**config.mk**
```make
export PLATFORM = sky130hd
export DESIGN_NAME = cpc_obuf
export DESIGN_NICKNAME = d
export VERILOG_FILES = /design/src/rtl/cpc_pkg.sv /design/src/rtl/cpc_obuf.sv
export SDC_FILE = /design/constraint.sdc
export NUM_CORES = 1
export LEC_CHECK = 0
export BUFFER_PORTS_ARGS = -buffer_cell sky130_fd_sc_hd__buf_2
export CORE_ASPECT_RATIO = 0.7
export CORE_MARGIN = 5
export CORE_UTILIZATION = 30
export DETAILED_ROUTE_END_ITERATION = 8
export MAX_ROUTING_LAYER = met4
export SETUP_SLACK_MARGIN = 0.02
export SLEW_MARGIN = 0
export SYNTH_ARGS = -nofsm -noshare
export SYNTH_HDL_FRONTEND = slang
export SYNTH_SLANG_ARGS = --single-unit
```
**constraint.sdc**
```tcl
create_clock -name clk -period 13.05 [get_ports clk]
set_clock_uncertainty 0.1 [all_clocks]
set_input_delay 1.305 -clock clk [delete_from_list [all_inputs] [get_ports clk]]
set_output_delay 1.305 -clock clk [all_outputs]
set_load 0.005 [all_outputs]
```
**src/rtl/cpc_pkg.sv**
```systemverilog
// Shared types, constants and the arctangent table of the coordinate converter.
package cpc_pkg;

	// Default guard bits and CORDIC stage count.
	localparam int DATA_WIDTH_DEF = 16;
	localparam int ITERATIONS_DEF = 16;

	// Fixed widths of the coordinate fields.
	localparam int COORD_W  = 16;
	localparam int RADIUS_W = 15;

	// Angle accumulator: 32 bits with pi equal to 2^31, plus a sign bit for rotation.
	localparam int Z_W = 33;
	localparam logic signed [Z_W-1:0] PI_Z = 33'sh080000000;

	// CORDIC gain compensation, K * 2^32.
	localparam logic [31:0] GAIN_Q32 = 32'd2608131496;

	typedef enum logic {
		OP_TO_POLAR = 1'b0,
		OP_TO_CART  = 1'b1
	} op_t;

	// Control that travels with every pipeline stage.
	typedef struct packed {
		logic vld;
		op_t  op;
		logic origin;
	} ctl_t;

	// One result transaction, radius in the lowest bits.
	typedef struct packed {
		logic        [15:0] y_out;
		logic        [15:0] x_out;
		logic        [15:0] angle_out;
		logic        [15:0] radius_out;
	} res_t;

	// atan(2^-i) with pi equal to 2^31.
	function automatic logic [31:0] atan_entry(input logic [4:0] idx);
		logic [31:0] v;
		case (idx)
			5'd0:  v = 32'h20000000;
			5'd1:  v = 32'h12E4051E;
			5'd2:  v = 32'h09FB385B;
			5'd3:  v = 32'h051111D4;
			5'd4:  v = 32'h028B0D43;
			5'd5:  v = 32'h0145D7E1;
			5'd6:  v = 32'h00A2F61E;
			5'd7:  v = 32'h00517C55;
			5'd8:  v = 32'h0028BE53;
			5'd9:  v = 32'h00145F2F;
			5'd10: v = 32'h000A2F98;
			5'd11: v = 32'h000517CC;
			5'd12: v = 32'h00028BE6;
			5'd13: v = 32'h000145F3;
			5'd14: v = 32'h0000A2FA;
			5'd15: v = 32'h0000517D;
			5'd16: v = 32'h000028BE;
			5'd17: v = 32'h0000145F;
			5'd18: v = 32'h00000A30;
			5'd19: v = 32'h00000518;
			5'd20: v = 32'h0000028C;
			5'd21: v = 32'h00000146;
			5'd22: v = 32'h000000A3;
			5'd23: v = 32'h00000051;
			5'd24: v = 32'h00000029;
			5'd25: v = 32'h00000014;
			5'd26: v = 32'h0000000A;
			5'd27: v = 32'h00000005;
			5'd28: v = 32'h00000003;
			5'd29: v = 32'h00000001;
			5'd30: v = 32'h00000001;
			default: v = 32'h00000000;
		endcase
		return v;
	endfunction

endpackage

```
**src/rtl/cpc_obuf.sv**
```systemverilog
// Two-entry output buffer that decouples the pipeline from the result consumer.
module cpc_obuf (
	input  logic          clk,
	input  logic          arst_n,
	input  logic          push,
	input  cpc_pkg::res_t din,
	output logic          full,
	output logic          m_tvalid,
	input  logic          m_tready,
	output cpc_pkg::res_t m_tdata
);
	import cpc_pkg::*;

	res_t head_q, tail_q;
	logic head_vld_q, tail_vld_q;
	logic pop;

	assign pop = head_vld_q & m_tready;

	always_ff @(posedge clk or negedge arst_n) begin
		if (!arst_n) begin
			head_vld_q <= 1'b0;
			tail_vld_q <= 1'b0;
		end else if (pop) begin
			if (tail_vld_q) begin
				tail_vld_q <= 1'b0;
			end else begin
				head_vld_q <= push;
			end
		end else if (push) begin
			if (head_vld_q) begin
				tail_vld_q <= 1'b1;
			end else begin
				head_vld_q <= 1'b1;
			end
		end
	end

	always_ff @(posedge clk) begin
		if (pop) begin
			if (tail_vld_q) begin
				head_q <= tail_q;
			end else if (push) begin
				head_q <= din;
			end
		end else if (push) begin
			if (head_vld_q) begin
				tail_q <= din;
			end else begin
				head_q <= din;
			end
		end
	end

	assign full     = tail_vld_q;
	assign m_tvalid = head_vld_q;
	assign m_tdata  = head_q;

endmodule

```
# [Yosys cells after proc, flatten, opt, wreduce, memory -nomap -nowiden]
# Cells that the tools add are included.
[op_classes] eq_ne=2 muxes=11 bitwise_logic=2 n_reduce_logical=7
[op_table] op="64-bit 2-to-1 mux" n=5
[op_table] op="1-bit 2-to-1 mux" n=6
[op_table] op="3-bit AND reduction" n=2
[op_table] op="2-bit nonzero test" n=3
[op_table] op="2-bit AND reduction" n=2
[op_table] op="2-bit by 1-bit inequality test with 1-bit output (second input constant)" n=1
[op_table] op="2-bit inequality test (second input constant)" n=1
[op_table] op="1-bit AND" n=1
[op_table] op="1-bit NOT" n=1
[totals] reg_bits=130 inputBits=68 out_inout_bits=66 word_cells=32

# [Longest topological paths before layout]
# Gate-level depths: netlist (run 1).
[logic_depth] word_depth=3 ltp_mapped=4 mapped_depth_nobuf=2

# [Worst setup path before layout (run 1)]
# No wires, ideal clock.
[synth_path] path_kind="input port to flip-flop" start="input push" end="register head_q, in the netlist m_tdata[0], enable pin" setup_time_ns=0.507 arrival_time_ns=4.467 required_ns=12.443 path_slack_ns=7.975 stages=2 n_path_buf=0 cell_sequence="a21oi_1 -> a21oi_1"
[synth_between] elab_chain_len=2 elab_cells_between_ends=3 cone_classes="reduce/logical: 3"
[synth_rtl] item="start: declaration" line_no="cpc_obuf.sv:5" text="input logic push,"
[synth_rtl] item="2-bit nonzero test (no line)"
[synth_rtl] item="3-bit AND reduction (no line) (*)"
[synth_rtl] item="end signal: assignment" line_no="cpc_obuf.sv:42" text="head_q <= tail_q;"
[synth_rtl] item="end signal: assignment" line_no="cpc_obuf.sv:44" text="head_q <= din;"
[synth_rtl] item="end signal: assignment" line_no="cpc_obuf.sv:50" text="head_q <= din;"
[synth_rtl] item="end: declaration" line_no="cpc_obuf.sv:14" text="res_t head_q, tail_q;"
# Mark *: on every way between the ends. The rest lies on a longest branch, timed or not.
# A chain may end at the register's enable or synchronous reset.

# [Worst setup path after layout (run 1)]
[layout_path] start="input m_tready" end="register head_q, in the netlist m_tdata[1] (data pin)"
[layout_between] elab_chain_len=2
[layout_rtl] item="start: declaration" line_no="cpc_obuf.sv:9" text="input logic m_tready,"
[layout_rtl] item="1-bit AND" line_no="cpc_obuf.sv:18" text="assign pop = head_vld_q & m_tready;"
[layout_rtl] item="64-bit 2-to-1 mux" line_no="cpc_obuf.sv:40" text="if (pop) begin"
# Every way passes these cells.

==> impl_metrics.json, run 1 <==
{
  "outcome": "finished, final reports clean",
  "critPathCaptureType": "register",
  "yosysWarningCount": 0,
  "port_buffers": 133,
  "drc": 0,
  "drtAntennaViolNets": 0,
  "gp_congestion": 0.7279,
  "post-route-min-period_ns": 2.939,
  "sequential_element_share_of_the_synthesized_area": 0.7825,
  "synthDistinctLibCells": 12,
  "hp-class": "register to register",
  "viasPerCell": 4.045,
  "antenna_cells": 0,
  "tightestPinTransition_ns": 0.8873,
  "area.growth.synth_to_final_pct": 29.82,
  "final_cell_area_mm2": 0.006460,
  "report.final.hold_viol_count": 0,
  "synth_commonest_cells": "128 x edfxtp_1, 60 x mux2_4, 6 x buf_6, 4 x a21oi_1, 4 x mux2_2",
  "post_cts.repair.setup_buffers": 0,
  "multi_input_combinational_cell_area_mm2": 0.001020,
  "synth_area_mm2": 0.004976,
  "slew_violations": 0,
  "synth-main-ff-cell": "edfxtp_1",
  "die_area_mm2": 0.01930,
  "crit_arrival_ns": 2.99,
  "vias": 2407,
  "dr.pass1.iters": 4,
  "cts_hold_buffers": 0,
  "cap_viol_max_count": 0,
  "initialDrtViolationCount": 106,
  "grt_pass1_vias": 2702,
  "final.fill_count": 1501,
  "chipHeight_um": 117.8,
  "tritoncts.num_buffers": 17,
  "worst_skew_late_latency_ns": 0.41,
  "clk_pin_slew_worst_paths_ns": 0.06,
  "synth_edf_count": 128,
  "tns_ns": 0,
  "async_set_or_reset_flop_fraction_in_the_synthesized_netlist": 0.01538,
  "synth_area_leaders": "edfxtp_1 77%, mux2_4 18%, buf_6 1.4%",
  "maxClockFrequency_mhz": 340.2,
  "critical_path_class": "input port to register",
  "ctsResizeCount": 0,
  "cts.sink_count": 130,
  "clock_tree.buffer_depth": 2,
  "hpwl_mm": 6.134,
  "grt_pass1_wl_mm": 14.72,
  "grt_overflow_total": 0,
  "crit_start": "m_tready",
  "route.detailed.wl_per_inst_um": 15.79,
  "worst_setup_path_start_kind": "input port",
  "cells_after_synthesis": 210,
  "maxSlewHeadroom": 0.4085,
  "worst_ep_required_time_ns": 13.10,
  "r2r-start": "m_tvalid$_DFFE_PN0P_",
  "postSynthAreaPerCell_um2": 23.70,
  "yosysMostFrequentCell": "edfxtp_1",
  "timing.critical_path.buf_inv": 2,
  "power_density_mw_per_mm2": 166.2,
  "cts.root.buffer_cell": "clkbuf_16",
  "dpl-instance-area_mm2": 0.005879,
  "area.sequential_mm2": 0.003894,
  "antenna_violations_before_repair": 0,
  "worst_hold_startpoint": "tail_q[47]$_DFFE_PP_",
  "row_count": 39,
  "tritoncts_clock_tree": "built",
  "nNetsFinal": 425,
  "timing.critical_path.slowest_stage_cell": "buf_4",
  "ir_worst_vdd_v": 0.0001088,
  "cts_max_level": 4,
  "rsz0062_at_grt": "false",
  "drive_above_1_share": 0.6243,
  "worst-path-max-fanout": 38,
  "core_area_mm2": 0.01630,
  "syn-num-nets": 278,
  "totalWireLength_mm": 9.397,
  "initial_core_util": 0.3053,
  "power.static_leakage_nw": 2.643,
  "cp_max_stage_delay_ns": 0.66,
  "synth.top_cell.area_share": 0.7724,
  "grt_start_max_net_pins": 65,
  "setup_violations_final": 0,
  "synth_seq_cells": 130,
  "floorplan.io_pins": 134,
  "sequence_of_cells_on_the_critical_path": "buf_2 -> nand3_4 -> buf_4 -> mux2_2",
  "layout_worst_path_cycle_share": 0.2252,
  "globalRouteTotalUtil": 0.1033,
  "die_w_um": 163.9,
  "post-synth-top-area-cell": "edfxtp_1",
  "path_delay_family": "buffers and inverters"
}
## path summary, 6_finish.rpt
check | to | slack (ns) | depth (start not counted)
hold reg to reg | m_tdata[47]$_DFFE_PP_ | 0.44 | 1
min in group asynchronous | full$_DFFE_PN0P_ | 0.57 | 1
max in group asynchronous | m_tvalid$_DFFE_PN0P_ | 12.18 | 1
setup reg to reg | m_tdata[1]$_DFFE_PP_ | 10.59 | 3
setup / recovery | m_tdata[1]$_DFFE_PP_ | 10.11 | 4
hold / removal | m_tdata[47]$_DFFE_PP_ | 0.44 | 1
## metal layers
metal,up-vias,global-route usage,part of all wire
met4,0,0.04557,0.016
met1,1166,0.1338,0.48
met3,12,0.03500,0.072
met5,-,-,0
met2,92,0.1471,0.43
li1,1137,-,-
## report_power, final
part           internal (W)  leakage (nW)  switching [W]
Combinational     0.0000515          1.13      0.0000460
Sequential         0.000500          1.23     0.00000952
Clock              0.000283         0.279       0.000184
Total              0.000835          2.64       0.000239
## cells in the final DEF (no fill, tap or decap), drive strengths merged
cell type	n
dfrtp	2
buf	135
clkinv	5
clkinvlp	2
a21o	1
a21oi	4
edfxtp	128
mux2	64
bufinv	2
inv	7
nand2b	1
clkbuf	17
and3	1
nand3	1
## area by class of cell
type	count	area share
inverter	1	0.0005811
clock inverter	15	0.02402
sequential	130	0.6027
timing repair buffer	135	0.1054
multi-input combinational	72	0.1579
clock buffer	17	0.06585
tap	225	0.04358
## cell families after synthesis
logic type,Yosys count,synth area share
DFF,130,0.7825
muxes,64,0.1901
buffers and inverters,8,0.01584
AOI/OAI and AO/OA,5,0.005533
and+or+nand+nor,3,0.006037
## flip-flops by register name, indices dropped and copies added (netlist names)
name      cells
full          1
m_tvalid      1
tail_q       64
m_tdata      64
## metrics by stage
step,hold WS (ns),setup WS [ns],power [W],cells,util
detailed placement,0.4335,9.641,0.0006186,563,0.3607
finish,0.4408,10.11,0.001074,595,0.3964
CTS,0.4452,10.08,0.001090,595,0.3964
global route,0.4523,10.03,0.001122,595,0.3964
floorplan,0.4247,7.975,0.0005752,210,-
global placement,0.4290,9.683,0.0006160,563,0.3607
Note: power is estimated with default switching activity, not from simulation.
==> inputs of run 2 (changes only) <==
- clock period: 13.05 -> 2.61 ns (I/O delays scaled with it)
==> run 2 against run 1 <==
Global-route usage is 0.56 points higher. Largest power group unchanged. Routed wire length is 4.4% higher. Register-to-register slack worse by 9.8 ns. Clock power grew to 5.1 times the previous value. Clock-buffer cell count is 2 higher. Via count is 10% higher. Total power grew to 5.1 times the previous value. Largest cell class unchanged. Core utilization is 4.6 points higher. Critical path depth is 1 higher. First-iteration DRC count is 2.8% higher. Worst setup slack worse by 9.4 ns. Combinational power grew to 6.0 times the previous value.
==> impl_metrics.json, run 2 (synthesis results as in run 1) <==
{
  "worst_skew_late_latency_ns": 0.41,
  "final_cell_area_mm2": 0.007208,
  "tritoncts.num_buffers": 17,
  "post_cts.repair.setup_buffers": 0,
  "totalWireLength_mm": 9.813,
  "power_density_mw_per_mm2": 766.8,
  "setup_violations_final": 0,
  "slew_violations": 0,
  "maxClockFrequency_mhz": 529.9,
  "number_of_cells_traversed_by_the_worst_register_to_register_path": 2,
  "drive_above_1_share": 0.5285,
  "layout_worst_path_cycle_share": 0.7230,
  "port_buffers": 133,
  "worst_ep_required_time_ns": 2.62,
  "viasPerCell": 3.995,
  "gp_congestion": 0.6801,
  "cts_max_level": 4,
  "final_cell_mix": "133 x buf_2, 128 x edfxtp_1, 67 x dlygate4sd3_1",
  "final.fill_count": 1465,
  "grt_overflow_total": 0,
  "tns_ns": 0,
  "post-route-min-period_ns": 1.887,
  "grt_start_max_net_pins": 65,
  "ctsResizeCount": 0,
  "tritoncts_clock_tree": "built",
  "worst-path-max-fanout": 35,
  "cts.sink_count": 130,
  "nNetsFinal": 495,
  "grt_pass1_wl_mm": 15.33,
  "grt_pass1_vias": 2879,
  "antenna_cells": 0,
  "maxSlewHeadroom": 0.6595,
  "core_area_mm2": 0.01630,
  "hpwl_mm": 6.297,
  "tightestPinTransition_ns": 0.5107,
  "chipHeight_um": 117.8,
  "clock_tree.buffer_depth": 2,
  "initialDrtViolationCount": 109,
  "dr.pass1.iters": 4,
  "drc": 0,
  "timing.hold.ws_ns": 0.09509,
  "dpl-instance-area_mm2": 0.005939,
  "vias": 2653,
  "outcome": "finished, final reports clean",
  "report.final.hold_viol_count": 0,
  "post-route-util": 0.4423,
  "crit_arrival_ns": 1.89,
  "mostFrequentLayoutCell": "buf_2",
  "antenna_violations_before_repair": 0,
  "area.growth.synth_to_final_pct": 44.86,
  "critical_path_class": "input port to register",
  "globalRouteTotalUtil": 0.1089,
  "power.static_leakage_nw": 2.956,
  "cts.root.buffer_cell": "clkbuf_16",
  "rsz0062_at_grt": "false",
  "initial_core_util": 0.3053,
  "cap_viol_max_count": 0,
  "clk_pin_slew_worst_paths_ns": 0.05,
  "die_area_mm2": 0.01930,
  "route.detailed.wl_per_inst_um": 14.78,
  "hp-class": "input port to async pin",
  "critPathCaptureType": "register",
  "row_count": 39,
  "worst_setup_path_start_kind": "input port",
  "floorplan.io_pins": 134,
  "die_w_um": 163.9,
  "ir_worst_vdd_v": 0.0005269,
  "drtAntennaViolNets": 0
}
-- run 2: cell count changes in the layout (fill, tap and decap cells not counted), sizes merged --
cell	before	now
buf	135	138
bufinv	2	4
inv	7	1
clkbuf	17	19
clkinvlp	2	3
dlygate4sd3	0	67
-- run 2: power breakdown --
group	switching [W]	internal, W	leakage, nW
clock	0.000823	0.00158	0.284
combinational	0.000248	0.000335	1.44
sequential	0.0000448	0.00250	1.23
total	0.00112	0.00441	2.96
-- run 2: through the flow --
stage	power (W)	std cells	setup slack [ns]
2_1_floorplan	0.002870	210	0.007989
3_3_place_gp	0.003093	566	0.8092
3_5_place_dp	0.003106	566	0.7778
4_1_cts	0.005613	664	0.7150
5_1_grt	0.005774	664	0.6464
6_report	0.005527	664	0.7229
-- run 2: worst paths after layout --
path                                              end  slack (ns)                  from
min in group clk                m_tdata[15]$_DFFE_PP_        0.44  tail_q[15]$_DFFE_PP_
worst min-delay path             m_tvalid$_DFFE_PN0P_         0.1                arst_n
max in group asynchronous            full$_DFFE_PN0P_        2.22                arst_n
worst max-delay path             tail_q[57]$_DFFE_PP_        0.72              m_tready
worst max register to register   tail_q[57]$_DFFE_PP_        0.81  m_tvalid$_DFFE_PN0P_
worst min register to register  m_tdata[15]$_DFFE_PP_        0.44  tail_q[15]$_DFFE_PP_
-- run 2: what timing repair did --
action / CTS / global route
hold buffers: 67 / 0
endpoints found under the setup margin: 0 / 0
hold endpoints to repair: 68 / 0
-- run 2: critical path: stages --
cell	delay, ns
dlygate4sd3_1	0.55
buf_2	0.16
inv_1	0.11
and3_4	0.53
buf_12	0.25
-- run 2: final cells by class --
| class | count | area (um2) | area share |
|---|---|---|---|
| tap | 225 | 281.5 | 0.03906 |
| multi-input combinational | 72 | 1020 | 0.1415 |
| clock buffer | 19 | 432.9 | 0.06006 |
| timing repair buffer | 205 | 1411 | 0.1958 |
| clock inverter | 12 | 165.2 | 0.02291 |
| inverter | 1 | 3.754 | 0.0005207 |
| sequential | 130 | 3894 | 0.5402 |
-- run 2: per-layer routing --
metal  vias up  global-route usage  wire (um)
met3         9             0.05285        839
met5         -                   -          0
met1      1272              0.1331       4535
li1       1275                   -          -
met2        97              0.1553       4337
met4         0             0.04243        100
==> inputs of run 3 (changes only) <==
- clock period: 2.61 -> 1.65 ns (I/O delays scaled with it)
==> run 3 against run 2 <==
Total power increased by 49%. Sequential power increased by 58%. Worst setup slack got worse by 0.64 ns. Clock power increased by 34%. Clock-buffer cell count decreased by 2. Highest routed layer unchanged. Via count increased by 3.0%. Routed wire length increased by 5.1%. Largest cell class unchanged. Critical path depth unchanged. Core utilization about the same. Hold slack improved by 0.28 ns. Combinational power increased by 68%. First-iteration DRC count increased by 32%.
==> impl_metrics.json, run 3 (synthesis results as in run 1) <==
{
  "layout_worst_path_cycle_share": 0.9522,
  "groute.layer.met1.usage": 0.1434,
  "tritoncts.num_buffers": 17,
  "gp_congestion": 0.7165,
  "worst_ep_required_time_ns": 1.71,
  "clock_tree.buffer_depth": 2,
  "antenna_cells": 0,
  "setup_violations_final": 0,
  "ir_worst_vdd_v": 0.0005723,
  "worst-path-max-fanout": 25,
  "grt_start_max_net_pins": 42,
  "die_w_um": 163.9,
  "rsz0062_at_grt": "false",
  "dpl-instance-area_mm2": 0.006033,
  "cp_max_stage_delay_ns": 0.53,
  "outcome": "finished, final reports clean",
  "grt_pass1_vias": 3053,
  "tightestPinTransition_ns": 0.2534,
  "cts.sink_count": 130,
  "final_cell_area_mm2": 0.007214,
  "mostFrequentLayoutCell": "buf_2",
  "use_met3": 0.04340,
  "cap_viol_max_count": 0,
  "drtAntennaViolNets": 0,
  "clk_pin_slew_worst_paths_ns": 0.06,
  "drc": 0,
  "drive_above_1_share": 0.5359,
  "cts.root.buffer_cell": "clkbuf_16",
  "power.static_leakage_nw": 2.958,
  "area.sequential_mm2": 0.003894,
  "die_area_mm2": 0.01930,
  "dr.pass1.iters": 4,
  "timing.critical_path.slowest_stage_cell": "dlygate4sd3_1",
  "grt_overflow_total": 0,
  "port_buffers": 133,
  "maxSlewHeadroom": 0.8311,
  "critPathCaptureType": "register",
  "slew_violations": 0,
  "multi_input_combinational_cell_area_mm2": 0.001031,
  "area.growth.synth_to_final_pct": 44.98,
  "initial_core_util": 0.3053,
  "vias": 2733,
  "grt.busiest_layer": "met2",
  "worst_skew_late_latency_ns": 0.40,
  "reg2reg_slack_ns": 0.11,
  "worst_setup_path_start_kind": "input port",
  "tritoncts_clock_tree": "built",
  "chipHeight_um": 117.8,
  "final.fill_count": 1437,
  "globalRouteTotalUtil": 0.1133,
  "viasPerCell": 4.073,
  "ctsResizeCount": 0,
  "final_cell_mix": "133 x buf_2, 128 x edfxtp_1, 68 x dlygate4sd3_1",
  "crit_arrival_ns": 1.63,
  "post-route-min-period_ns": 1.571,
  "post-route-util": 0.4427,
  "report.final.hold_viol_count": 0,
  "totalWireLength_mm": 10.32,
  "antenna_violations_before_repair": 0,
  "hp-class": "input port to register",
  "sequence_of_cells_on_the_critical_path": "dlygate4sd3_1 -> buf_2 -> nand3_4 -> buf_12 -> mux2_4",
  "core_area_mm2": 0.01630,
  "row_count": 39,
  "grt_pass1_wl_mm": 16.30,
  "hpwl_mm": 6.709,
  "floorplan.io_pins": 134,
  "route.detailed.wl_per_inst_um": 15.37,
  "nNetsFinal": 502,
  "cts_max_level": 4,
  "maxClockFrequency_mhz": 636.5,
  "critical_path_class": "input port to register",
  "initialDrtViolationCount": 144,
  "gr-usage-met2": 0.1667,
  "power_density_mw_per_mm2": 1138
}
run 3: metal layers:
metal  up-vias  routed length [um]
li1       1281                   -
met1      1349                4840
met2        93                4683
met3        10                 681
met4         0                 110
met5         -                   0
run 3: cell type report:
class                           instances  area share
Clock inverter                         14     0.01041
Clock buffer                           17     0.05897
Inverter                                1   0.0005203
Tap cell                              225     0.03902
Multi-Input combinational cell         72      0.1429
Timing Repair Buffer                  212      0.2085
Sequential cell                       130      0.5397
run 3: worst max-delay path: cells and delay by family:
kind	cells	cell delay, ns
and+or+nand+nor	1	0.18
buffers and inverters	3	0.94
muxes	1	0.32
run 3: stage by stage:
step	hold WS (ns)	total power (W)	setup WS [ns]	cells	setup TNS, ns
after floorplan	-0.2306	0.004545	-0.4983	210	-47.80
after global placement	-0.1485	0.004939	0.1094	572	0
after detailed placement	-0.1460	0.004967	0.09101	572	0
after CTS	0.3499	0.008335	0.08604	671	0
after global routing	0.3700	0.008567	0.03973	671	0
final	0.3763	0.008209	0.07890	671	0
run 3: path summary, 6_finish.rpt:
check | endpoint | start | depth (start not counted)
setup / recovery | m_tdata[24]$_DFFE_PP_ | m_tready | 5
hold / removal | tail_q[38]$_DFFE_PP_ | din[38] | 2
setup reg to reg | m_tdata[28]$_DFFE_PP_ | m_tvalid$_DFFE_PN0P_ | 4
hold reg to reg | m_tdata[30]$_DFFE_PP_ | tail_q[30]$_DFFE_PP_ | 1
max in group asynchronous | full$_DFFE_PN0P_ | arst_n | 3
min in group asynchronous | m_tvalid$_DFFE_PN0P_ | arst_n | 3
run 3: power breakdown:
part | switching (W) | internal, W | total (W)
registers | 0.0000719 | 0.00395 | 0.00402
clock network | 0.00134 | 0.00186 | 0.00321
logic | 0.000414 | 0.000568 | 0.000982
run 3: what timing repair did:
| action | CTS | global route |
|---|---|---|
| buffers inserted | 0 | 0 |
| hold endpoints to repair | 132 | 0 |
| hold buffers | 68 | 0 |
